`src/design/sha1_digest_engine_defines.svh`:
```
// Assertion helpers for the digest engine back end.
// Each one expects signals named clk and rst in the module that uses it.
`ifndef SHA1_DIGEST_ENGINE_DEFINES_SVH
`define SHA1_DIGEST_ENGINE_DEFINES_SVH

`define SHA1DE_ASSERT_SAME(lbl, ante, cons, msg) \
  lbl: assert property (@(posedge clk) disable iff (rst) (ante) |-> (cons)) else $error(msg);

`define SHA1DE_ASSERT_NEXT(lbl, ante, cons, msg) \
  lbl: assert property (@(posedge clk) disable iff (rst) (ante) |=> (cons)) else $error(msg);

`endif

```
`src/design/sha1de_pkg.sv`:
```
`default_nettype none

package sha1de_pkg;

  localparam int BLOCK_WORDS  = 16;
  localparam int ROUNDS       = 80;
  localparam int DIGEST_WORDS = 5;
  localparam int QUEUE_DEPTH  = 2;
  localparam int QUEUE_PTR_W  = $clog2(QUEUE_DEPTH);
  localparam int QUEUE_CNT_W  = $clog2(QUEUE_DEPTH + 1);

  localparam logic [3:0] POS_LAST    = 4'(BLOCK_WORDS - 1);
  localparam logic [3:0] POS_LEN_HI  = 4'(BLOCK_WORDS - 2);
  localparam logic [6:0] ROUND_LAST  = 7'(ROUNDS - 1);
  localparam logic [2:0] DIGEST_LAST = 3'(DIGEST_WORDS - 1);
  localparam logic [2:0] FULL_BYTES  = 3'd4;

  localparam logic [DIGEST_WORDS-1:0][31:0] H_INIT = {
    32'hC3D2E1F0, 32'h10325476, 32'h98BADCFE, 32'hEFCDAB89, 32'h67452301
  };

  localparam logic [31:0] K_ROUND0 = 32'h5A827999;
  localparam logic [31:0] K_ROUND1 = 32'h6ED9EBA1;
  localparam logic [31:0] K_ROUND2 = 32'h8F1BBCDC;
  localparam logic [31:0] K_ROUND3 = 32'hCA62C1D6;
  localparam logic [31:0] PAD_MARK = 32'h80000000;

  typedef struct packed {
    logic [31:0] data_word;
    logic [2:0]  valid_bytes;
    logic        end_of_message;
  } msg_item_t;

  typedef struct packed {
    logic [31:0] digest_word;
    logic [2:0]  digest_index;
    logic        digest_last;
  } digest_item_t;

  typedef enum logic [1:0] {
    CMD_WORD,
    CMD_FINAL_FULL,
    CMD_FINAL_PART
  } cmd_kind_t;

  typedef struct packed {
    cmd_kind_t   kind;
    logic [31:0] word;
    logic [2:0]  nbytes;
  } cmd_t;

  typedef struct packed {
    logic valid;
    cmd_t cmd;
  } queue_xfer_t;

  typedef enum logic [2:0] {
    B_IDLE,
    B_PAD,
    B_ROUND,
    B_ADD,
    B_OUT
  } back_state_t;

  typedef enum logic [1:0] {
    PH_MARK,
    PH_ZERO,
    PH_LEN_LO,
    PH_DONE
  } pad_phase_t;

endpackage

`default_nettype wire

```
`src/design/sha1de_front.sv`:
```
`default_nettype none

module sha1de_front import sha1de_pkg::*; (
  input  logic        msg_valid,
  output logic        msg_stall,
  input  msg_item_t   msg,
  input  logic        queue_full,
  output queue_xfer_t queue_in
);

  logic [2:0] nb;

  // Bytes beyond four on a final word count as four.
  always_comb begin
    nb = (msg.valid_bytes > FULL_BYTES) ? FULL_BYTES : msg.valid_bytes;
  end

  always_comb begin
    queue_in.valid      = msg_valid && !queue_full;
    queue_in.cmd.kind   = CMD_WORD;
    queue_in.cmd.word   = msg.data_word;
    queue_in.cmd.nbytes = FULL_BYTES;
    if (msg.end_of_message) begin
      queue_in.cmd.nbytes = nb;
      if (nb == FULL_BYTES) begin
        queue_in.cmd.kind = CMD_FINAL_FULL;
      end else begin
        // The pad marker lands in the first unused byte, which needs no extra word.
        queue_in.cmd.kind = CMD_FINAL_PART;
        case (nb)
          3'd0:    queue_in.cmd.word = PAD_MARK;
          3'd1:    queue_in.cmd.word = {msg.data_word[31:24], 24'h800000};
          3'd2:    queue_in.cmd.word = {msg.data_word[31:16], 16'h8000};
          3'd3:    queue_in.cmd.word = {msg.data_word[31:8], 8'h80};
          default: queue_in.cmd.word = msg.data_word;
        endcase
      end
    end
  end

  assign msg_stall = queue_full;

endmodule

`default_nettype wire

```
`src/design/sha1de_fifo.sv`:
```
`default_nettype none

module sha1de_fifo import sha1de_pkg::*; (
  input  logic        clk,
  input  logic        rst,
  input  queue_xfer_t queue_in,
  output logic        full,
  output queue_xfer_t head,
  input  logic        pop
);

  cmd_t                   entries [QUEUE_DEPTH];
  logic [QUEUE_PTR_W-1:0] wr_ptr;
  logic [QUEUE_PTR_W-1:0] rd_ptr;
  logic [QUEUE_CNT_W-1:0] count;
  logic                   do_pop;

  assign full       = (count == QUEUE_CNT_W'(QUEUE_DEPTH));
  assign head.valid = (count != '0);
  assign head.cmd   = entries[rd_ptr];
  assign do_pop     = pop && head.valid;

  always_ff @(posedge clk) begin
    if (rst) begin
      wr_ptr <= '0;
      rd_ptr <= '0;
      count  <= '0;
    end else begin
      if (queue_in.valid) begin
        wr_ptr <= (wr_ptr == QUEUE_PTR_W'(QUEUE_DEPTH - 1)) ? '0 : wr_ptr + 1'b1;
      end
      if (do_pop) begin
        rd_ptr <= (rd_ptr == QUEUE_PTR_W'(QUEUE_DEPTH - 1)) ? '0 : rd_ptr + 1'b1;
      end
      if (queue_in.valid && !do_pop) begin
        count <= count + 1'b1;
      end else if (!queue_in.valid && do_pop) begin
        count <= count - 1'b1;
      end
    end
  end

  always_ff @(posedge clk) begin
    if (queue_in.valid) begin
      entries[wr_ptr] <= queue_in.cmd;
    end
  end

endmodule

`default_nettype wire

```
`src/design/sha1de_back.sv`:
```
`default_nettype none

`include "sha1_digest_engine_defines.svh"

module sha1de_back import sha1de_pkg::*; (
  input  logic         clk,
  input  logic         rst,
  input  queue_xfer_t  head,
  output logic         pop,
  output logic         digest_valid,
  input  logic         digest_stall,
  output digest_item_t digest
);

  back_state_t state, state_next;
  pad_phase_t  phase, phase_next;
  logic        final_active;
  logic [3:0]  pos;
  logic [6:0]  round;
  logic [63:0] bitlen;
  logic [2:0]  idx;

  logic [DIGEST_WORDS-1:0][31:0] chain;
  logic [BLOCK_WORDS-1:0][31:0]  sched;
  logic [31:0] a, b, c, d, e;

  logic        push_en;
  logic [31:0] push_word;
  logic        len_add;
  logic        out_load;
  logic [31:0] f, k, t, w_new, w_mix;

  always_comb begin
    state_next = state;
    phase_next = phase;
    pop        = 1'b0;
    push_en    = 1'b0;
    push_word  = '0;
    len_add    = 1'b0;
    out_load   = 1'b0;
    case (state)
      B_IDLE: begin
        if (head.valid) begin
          pop       = 1'b1;
          push_en   = 1'b1;
          push_word = head.cmd.word;
          len_add   = 1'b1;
          if (head.cmd.kind == CMD_FINAL_FULL) begin
            phase_next = PH_MARK;
          end else begin
            phase_next = PH_ZERO;
          end
          if (pos == POS_LAST) begin
            state_next = B_ROUND;
          end else if (head.cmd.kind != CMD_WORD) begin
            state_next = B_PAD;
          end
        end
      end
      B_PAD: begin
        case (phase)
          PH_MARK: begin
            push_en    = 1'b1;
            push_word  = PAD_MARK;
            phase_next = PH_ZERO;
          end
          PH_ZERO: begin
            push_en = 1'b1;
            // Zero words run until the length fits in the last two slots.
            if (pos == POS_LEN_HI) begin
              push_word  = bitlen[63:32];
              phase_next = PH_LEN_LO;
            end
          end
          PH_LEN_LO: begin
            push_en    = 1'b1;
            push_word  = bitlen[31:0];
            phase_next = PH_DONE;
          end
          default: begin
            state_next = B_OUT;
          end
        endcase
        if (push_en && pos == POS_LAST) begin
          state_next = B_ROUND;
        end
      end
      B_ROUND: begin
        if (round == ROUND_LAST) begin
          state_next = B_ADD;
        end
      end
      B_ADD: begin
        state_next = final_active ? B_PAD : B_IDLE;
      end
      B_OUT: begin
        out_load = !digest_valid || !digest_stall;
        if (out_load && idx == DIGEST_LAST) begin
          state_next = B_IDLE;
        end
      end
      default: begin
        state_next = B_IDLE;
      end
    endcase
  end

  always_comb begin
    if (round < 7'd20) begin
      f = (b & c) | (~b & d);
      k = K_ROUND0;
    end else if (round < 7'd40) begin
      f = b ^ c ^ d;
      k = K_ROUND1;
    end else if (round < 7'd60) begin
      f = (b & c) | (b & d) | (c & d);
      k = K_ROUND2;
    end else begin
      f = b ^ c ^ d;
      k = K_ROUND3;
    end
    t     = {a[26:0], a[31:27]} + f + e + k + sched[0];
    w_mix = sched[13] ^ sched[8] ^ sched[2] ^ sched[0];
    w_new = {w_mix[30:0], w_mix[31]};
  end

  always_ff @(posedge clk) begin
    if (rst) begin
      state        <= B_IDLE;
      phase        <= PH_MARK;
      final_active <= 1'b0;
      pos          <= '0;
      round        <= '0;
      bitlen       <= '0;
      chain        <= H_INIT;
      idx          <= '0;
      digest_valid <= 1'b0;
    end else begin
      state <= state_next;
      phase <= phase_next;
      if (state == B_IDLE && head.valid && head.cmd.kind != CMD_WORD) begin
        final_active <= 1'b1;
      end
      if (push_en) begin
        pos <= pos + 1'b1;
      end
      if (len_add) begin
        bitlen <= bitlen + {58'd0, head.cmd.nbytes, 3'b000};
      end
      if (state == B_ROUND) begin
        round <= (round == ROUND_LAST) ? '0 : round + 1'b1;
      end
      if (state == B_ADD) begin
        chain <= {chain[4] + e, chain[3] + d, chain[2] + c, chain[1] + b, chain[0] + a};
      end
      if (out_load) begin
        digest_valid <= 1'b1;
        if (idx == DIGEST_LAST) begin
          idx          <= '0;
          chain        <= H_INIT;
          bitlen       <= '0;
          final_active <= 1'b0;
        end else begin
          idx <= idx + 1'b1;
        end
      end else if (!digest_stall) begin
        digest_valid <= 1'b0;
      end
    end
  end

  always_ff @(posedge clk) begin
    if (push_en) begin
      sched <= {push_word, sched[BLOCK_WORDS-1:1]};
    end else if (state == B_ROUND) begin
      sched <= {w_new, sched[BLOCK_WORDS-1:1]};
    end
    if (push_en && pos == POS_LAST) begin
      a <= chain[0];
      b <= chain[1];
      c <= chain[2];
      d <= chain[3];
      e <= chain[4];
    end else if (state == B_ROUND) begin
      a <= t;
      b <= a;
      c <= {b[1:0], b[31:2]};
      d <= c;
      e <= d;
    end
    if (out_load) begin
      digest.digest_word  <= chain[idx];
      digest.digest_index <= idx;
      digest.digest_last  <= (idx == DIGEST_LAST);
    end
  end

  `SHA1DE_ASSERT_SAME(a_round_range, state == B_ROUND, round <= ROUND_LAST, "round index out of range")
  `SHA1DE_ASSERT_SAME(a_block_aligned, state == B_ROUND || state == B_ADD, pos == '0, "compression started on a partial block")
  `SHA1DE_ASSERT_SAME(a_pad_final, state == B_PAD, final_active, "padding without a final word")
  `SHA1DE_ASSERT_NEXT(a_reload, out_load && idx == DIGEST_LAST, chain == H_INIT && bitlen == '0, "chaining value not reloaded after digest")

endmodule

`default_nettype wire

```
`src/design/sha1_digest_engine.sv`:
```
// SHA-1 digest engine.
// Message words enter on the msg channel (msg_valid, msg_stall, msg), first byte
// in the top bits; the word with end_of_message set closes the message and gives
// its used byte count in valid_bytes. The digest leaves on the digest channel as
// five transactions, digest_index 0 to 4, with digest_last on the fifth.
// A two-entry queue buffers the message words. The back end loads one word per
// cycle into the block buffer while it is idle and the queue holds words; a full
// 16-word block then runs its 80 rounds through the single round datapath and
// is folded into the chaining value.
// After a final word the back end inserts the padding and length at one word per
// cycle between compressions, compresses one or two blocks in all, and then
// offers one digest word per cycle while the digest channel does not stall.
// A stall on the digest channel holds the current word; the back end waits, the
// queue fills and msg_stall rises until the digest drains.
// Reset loads the initial chaining value, clears the length and empties the queue;
// no clearing pass runs, so the block takes words in the first cycle after reset.
`default_nettype none

module sha1_digest_engine import sha1de_pkg::*; (
  input  logic         clk,
  input  logic         rst,
  input  logic         msg_valid,
  output logic         msg_stall,
  input  msg_item_t    msg,
  output logic         digest_valid,
  input  logic         digest_stall,
  output digest_item_t digest
);

  queue_xfer_t queue_in;
  queue_xfer_t head;
  logic        queue_full;
  logic        pop;

  sha1de_front u_front (
    .msg_valid  (msg_valid),
    .msg_stall  (msg_stall),
    .msg        (msg),
    .queue_full (queue_full),
    .queue_in   (queue_in)
  );

  sha1de_fifo u_fifo (
    .clk      (clk),
    .rst      (rst),
    .queue_in (queue_in),
    .full     (queue_full),
    .head     (head),
    .pop      (pop)
  );

  sha1de_back u_back (
    .clk          (clk),
    .rst          (rst),
    .head         (head),
    .pop          (pop),
    .digest_valid (digest_valid),
    .digest_stall (digest_stall),
    .digest       (digest)
  );

endmodule

`default_nettype wire

```
`config.mk`:
```
export PLATFORM = sky130hd
export DESIGN_NAME = sha1_digest_engine
export DESIGN_NICKNAME = d
export VERILOG_FILES = /design/src/design/sha1de_pkg.sv /design/src/design/sha1de_front.sv /design/src/design/sha1de_fifo.sv /design/src/design/sha1de_back.sv /design/src/design/sha1_digest_engine.sv
export VERILOG_INCLUDE_DIRS = /design/src /design/src/design
export SDC_FILE = /design/constraint.sdc
export NUM_CORES = 2
export LEC_CHECK = 0
export BUFFER_PORTS_ARGS = -buffer_cell sky130_fd_sc_hd__buf_2
export CAP_MARGIN = 20
export CORE_UTILIZATION = 50
export CTS_CLUSTER_DIAMETER = 50
export DETAILED_ROUTE_END_ITERATION = 10
export PLACE_DENSITY = 0.68
export SYNTH_ARGS = -nofsm -noshare
export SYNTH_HDL_FRONTEND = slang
export SYNTH_SLANG_ARGS = --single-unit
```
`constraint.sdc`:
```
create_clock -name clk -period 40.2 [get_ports clk]
set_clock_uncertainty 0.15 [all_clocks]
set_input_delay 2.01 -clock clk [delete_from_list [all_inputs] [get_ports clk]]
set_output_delay 2.01 -clock clk [all_outputs]
set_load 0.1 [all_outputs]
```
==> flow_summary.yaml <==
sta:
  grt_setup_unrepaired: "false"
  fin_crit_sh_pct: 19.0
  hold_viol: 0
  timing.hold.ws_ps: 264
  tns_ps: 0
  min_period_ps: 7650
  finalMaxSlewViolations: 0
  timing.final.setup_violations: 0
  tightest_slew_ps: 1300
  slew_headroom_pct: 13.1
  max_freq_mhz: 131
synth:
  synth-edff-count: 782
  syn_area_per_cell_um2: 11.5
  syn_nets: 4845
  synth_area_um2: 51100
  synthFlopType: "edfxtp_1"
  synth-seq-cells: 1029
  synth.distinct_cells: 84
  async_reset_ff_share_pct: 0
  synth-seq-area-share_pct: 55.6
  yosysWarnings: 0
  synthCells: 4446
flow_run:
  max_cap_viol_count: 0
drt:
  drt_wl_total_um: 123000
  ant_nets: 0
  drc: 0
  drtIter0Drc: 2983
  vias_per_cell: 5.66
  vias: 33880
  wl_per_cell_um: 20.5
  firstDrtPassIters: 5
finish:
  drive_above_1_share_pct: 8.52
  nets: 4921
  area_growth_syn_to_layout_pct: 11.5
  fin_area_um2: 57000
placed_design:
  hpwl_um: 84700
  place_area_um2: 53000
  portBuffers: 77
  gp_congestion: 0.981
global_routing:
  grt_pass1_vias: 32686
  grt-busiest-layer: "met2"
  antenna_found_initial: 2
  grt_pass1_wl_um: 190000
  use_met2_pct: 36.2
  grt_overflow: 0
  grt.total_usage_pct: 23.9
  grt_max_degree: 225
  gr-usage-met3_pct: 3.27
  grtUsageMet1_pct: 35.1
cts:
  cts_tree: "yes"
  cts-root-buf: "clkbuf_16"
  numCtsBuffers: 121
  clock_latency_ps: 710
  clock_path_buffers: 3
  clk_pin_slew_ps: 60
  post-cts-setup-buffers: 0
  clock-sinks: 1029
  htreeDepth: 3
  ctsResizeCount: 0
  hold_buffers: 0
setup_path:
  reg2reg_setup_slack_ps: 32550
  worst_setup_path_end_kind: "flip-flop"
  start_kind: "flip-flop"
  r2r-end: "u_back.a[30]"
  cp-startpoint: "u_back.round[4]"
  critical_path_class: "flip-flop to flip-flop"
  crit_fanout: 35
  endpoint: "u_back.a[30]"
  cp.arrival_ps: 7910
  crit_required_ps: 40460
  reg2reg_from: "u_back.round[4]"
  ff2ff_path_depth: 25
floorplanning:
  die-area_um2: 103000
  fp-row-count: 116
  die_x_um: 322
  dieHeight_um: 322
  core_um2: 101000
  start_util_pct: 50.7
  io-pin-count: 78
power_and_ir_drop:
  vdd_ir_drop_max_mv: 0.104
  power_per_cell_area_nw_per_um2: 64.2
  power_uw: 3660
  p_leak_uw: 0.0220
status:
  status: "finished, final reports clean"
hold_path:
  hold_class: "flip-flop to flip-flop"
## per-stage QoR
step / instances / utilization (%) / worst slack [ps]
after floorplan: 4446 / - / 26520
after global placement: 5755 / 52.6 / 32720
after detailed placement: 5756 / 52.6 / 32590
after CTS: 5984 / 56.6 / 32510
after global routing: 5984 / 56.6 / 32060
final: 5986 / 56.6 / 32550
## cells in the final DEF, fill, tap and decap left out, types with 25 or more instances in the layout
cell,n
a22oi_1,36
nand4_1,25
a21oi_1,273
and2_1,27
xnor2_1,165
nor2_1,238
xor2_1,139
edfxtp_1,782
ha_1,234
inv_1,234
nand2_1,761
a211oi_1,37
fa_1,125
nor2b_1,66
dfxtp_1,244
mux4_2,32
buf_4,27
clkbuf_16,123
o21ai_0,179
or3_1,32
o21a_1,38
a21o_1,86
nor3_1,41
mux2i_1,39
buf_2,77
o211ai_1,89
and3_1,37
nand3_1,57
## metal layers
metal,vias to the layer above,routed length (µm)
li1,16068,-
met1,16497,55600
met2,1091,54000
met3,224,8770
met4,0,4680
met5,-,0
## where the power goes
part | switching, µW | total [µW] | internal [µW]
Combinational | 510 | 778 | 268
Clock | 453 | 1080 | 630
Sequential | 129 | 1800 | 1670
Total | 1090 | 3660 | 2570
## final cells by class
| cell class | instances | area, µm² |
|---|---|---|
| antenna | 2 | 5.00 |
| fill | 8386 | 43700 |
| multi-input combinational | 3024 | 21300 |
| clock buffer | 146 | 3230 |
| inverter | 237 | 892 |
| sequential | 1029 | 28400 |
| timing repair buffer | 109 | 688 |
| clock inverter | 82 | 779 |
| tap | 1357 | 1700 |
## logic make-up (layout without fill, tap and decap cells)
kind of cell,after synthesis,count (layout),synth area share [%]
simple gates,1385,1385,12.1
compound gates,898,898,11.2
mux,78,78,2.33
fa+ha+maj,359,359,10.6
flops,1029,1029,55.6
xor+xnor,304,304,5.21
buf+inv,393,574,2.90
other cells,0,2,0
## synth_stat cells (25+ instances only)
| library cell | count | area [µm²] |
|---|---|---|
| a211oi_1 | 37 | 278 |
| a21o_1 | 87 | 653 |
| a21oi_1 | 274 | 1370 |
| a22oi_1 | 36 | 270 |
| and2_1 | 28 | 175 |
| and3_1 | 38 | 238 |
| clkbuf_1 | 133 | 499 |
| dfxtp_1 | 247 | 4940 |
| edfxtp_1 | 782 | 23500 |
| fa_1 | 125 | 2500 |
| ha_1 | 234 | 2930 |
| inv_1 | 235 | 882 |
| mux2i_1 | 39 | 390 |
| mux4_2 | 32 | 721 |
| nand2_1 | 764 | 2870 |
| nand2b_1 | 25 | 156 |
| nand3_1 | 57 | 285 |
| nand4_1 | 25 | 156 |
| nor2_1 | 242 | 908 |
| nor2b_1 | 66 | 413 |
| nor3_1 | 41 | 205 |
| o211ai_1 | 89 | 668 |
| o21a_1 | 38 | 285 |
| o21ai_0 | 179 | 896 |
| or3_1 | 32 | 200 |
| xnor2_1 | 165 | 1450 |
| xor2_1 | 139 | 1220 |
## critical path, stage by stage, from the launching register on
cell      delay [ps]
dfxtp_1          380
a41oi_1          540
inv_1            340
nor2_1           260
clkinv_1          80
buf_4            270
nand2_1          140
buf_4            370
nor2_1            90
nor2_1           150
fa_1             460
fa_1             500
inv_1             50
fa_1             520
inv_1             50
ha_1             260
a21o_1           180
a21oi_1          270
o21ai_0          190
a41o_1           370
a211oi_1         440
nor3_1           210
o41ai_1          510
o21ai_0          220
xnor2_1          200
o21ai_0           90
## sequential cells by signal (all words and copies together) (netlist names), 2 cells and up, named ones only
name / flops
u_back.c: 32
u_back.bitlen: 61
u_back.a: 32
u_back.round: 7
u_back.idx: 3
u_back.sched: 512
u_back.digest: 36
u_fifo.count: 2
u_fifo.entries: 74
u_back.d: 32
u_back.phase: 2
u_back.chain: 160
u_back.b: 32
u_back.state: 3
u_back.pos: 4
u_back.e: 32
## worst min-delay path by stage
stage | depth (start not counted) | from | endpoint
after detailed placement | 0 | u_back.sched[134] | u_back.sched[102]
final | 0 | u_back.sched[290] | u_back.sched[258]
after CTS | 0 | u_back.sched[252] | u_back.sched[220]
after global placement | 0 | u_back.sched[397] | u_back.sched[365]
after floorplan | 0 | u_back.sched[32] | u_back.sched[0]
after global routing | 0 | u_back.sched[290] | u_back.sched[258]
No activity file was read; power rests on OpenSTA's default activity.
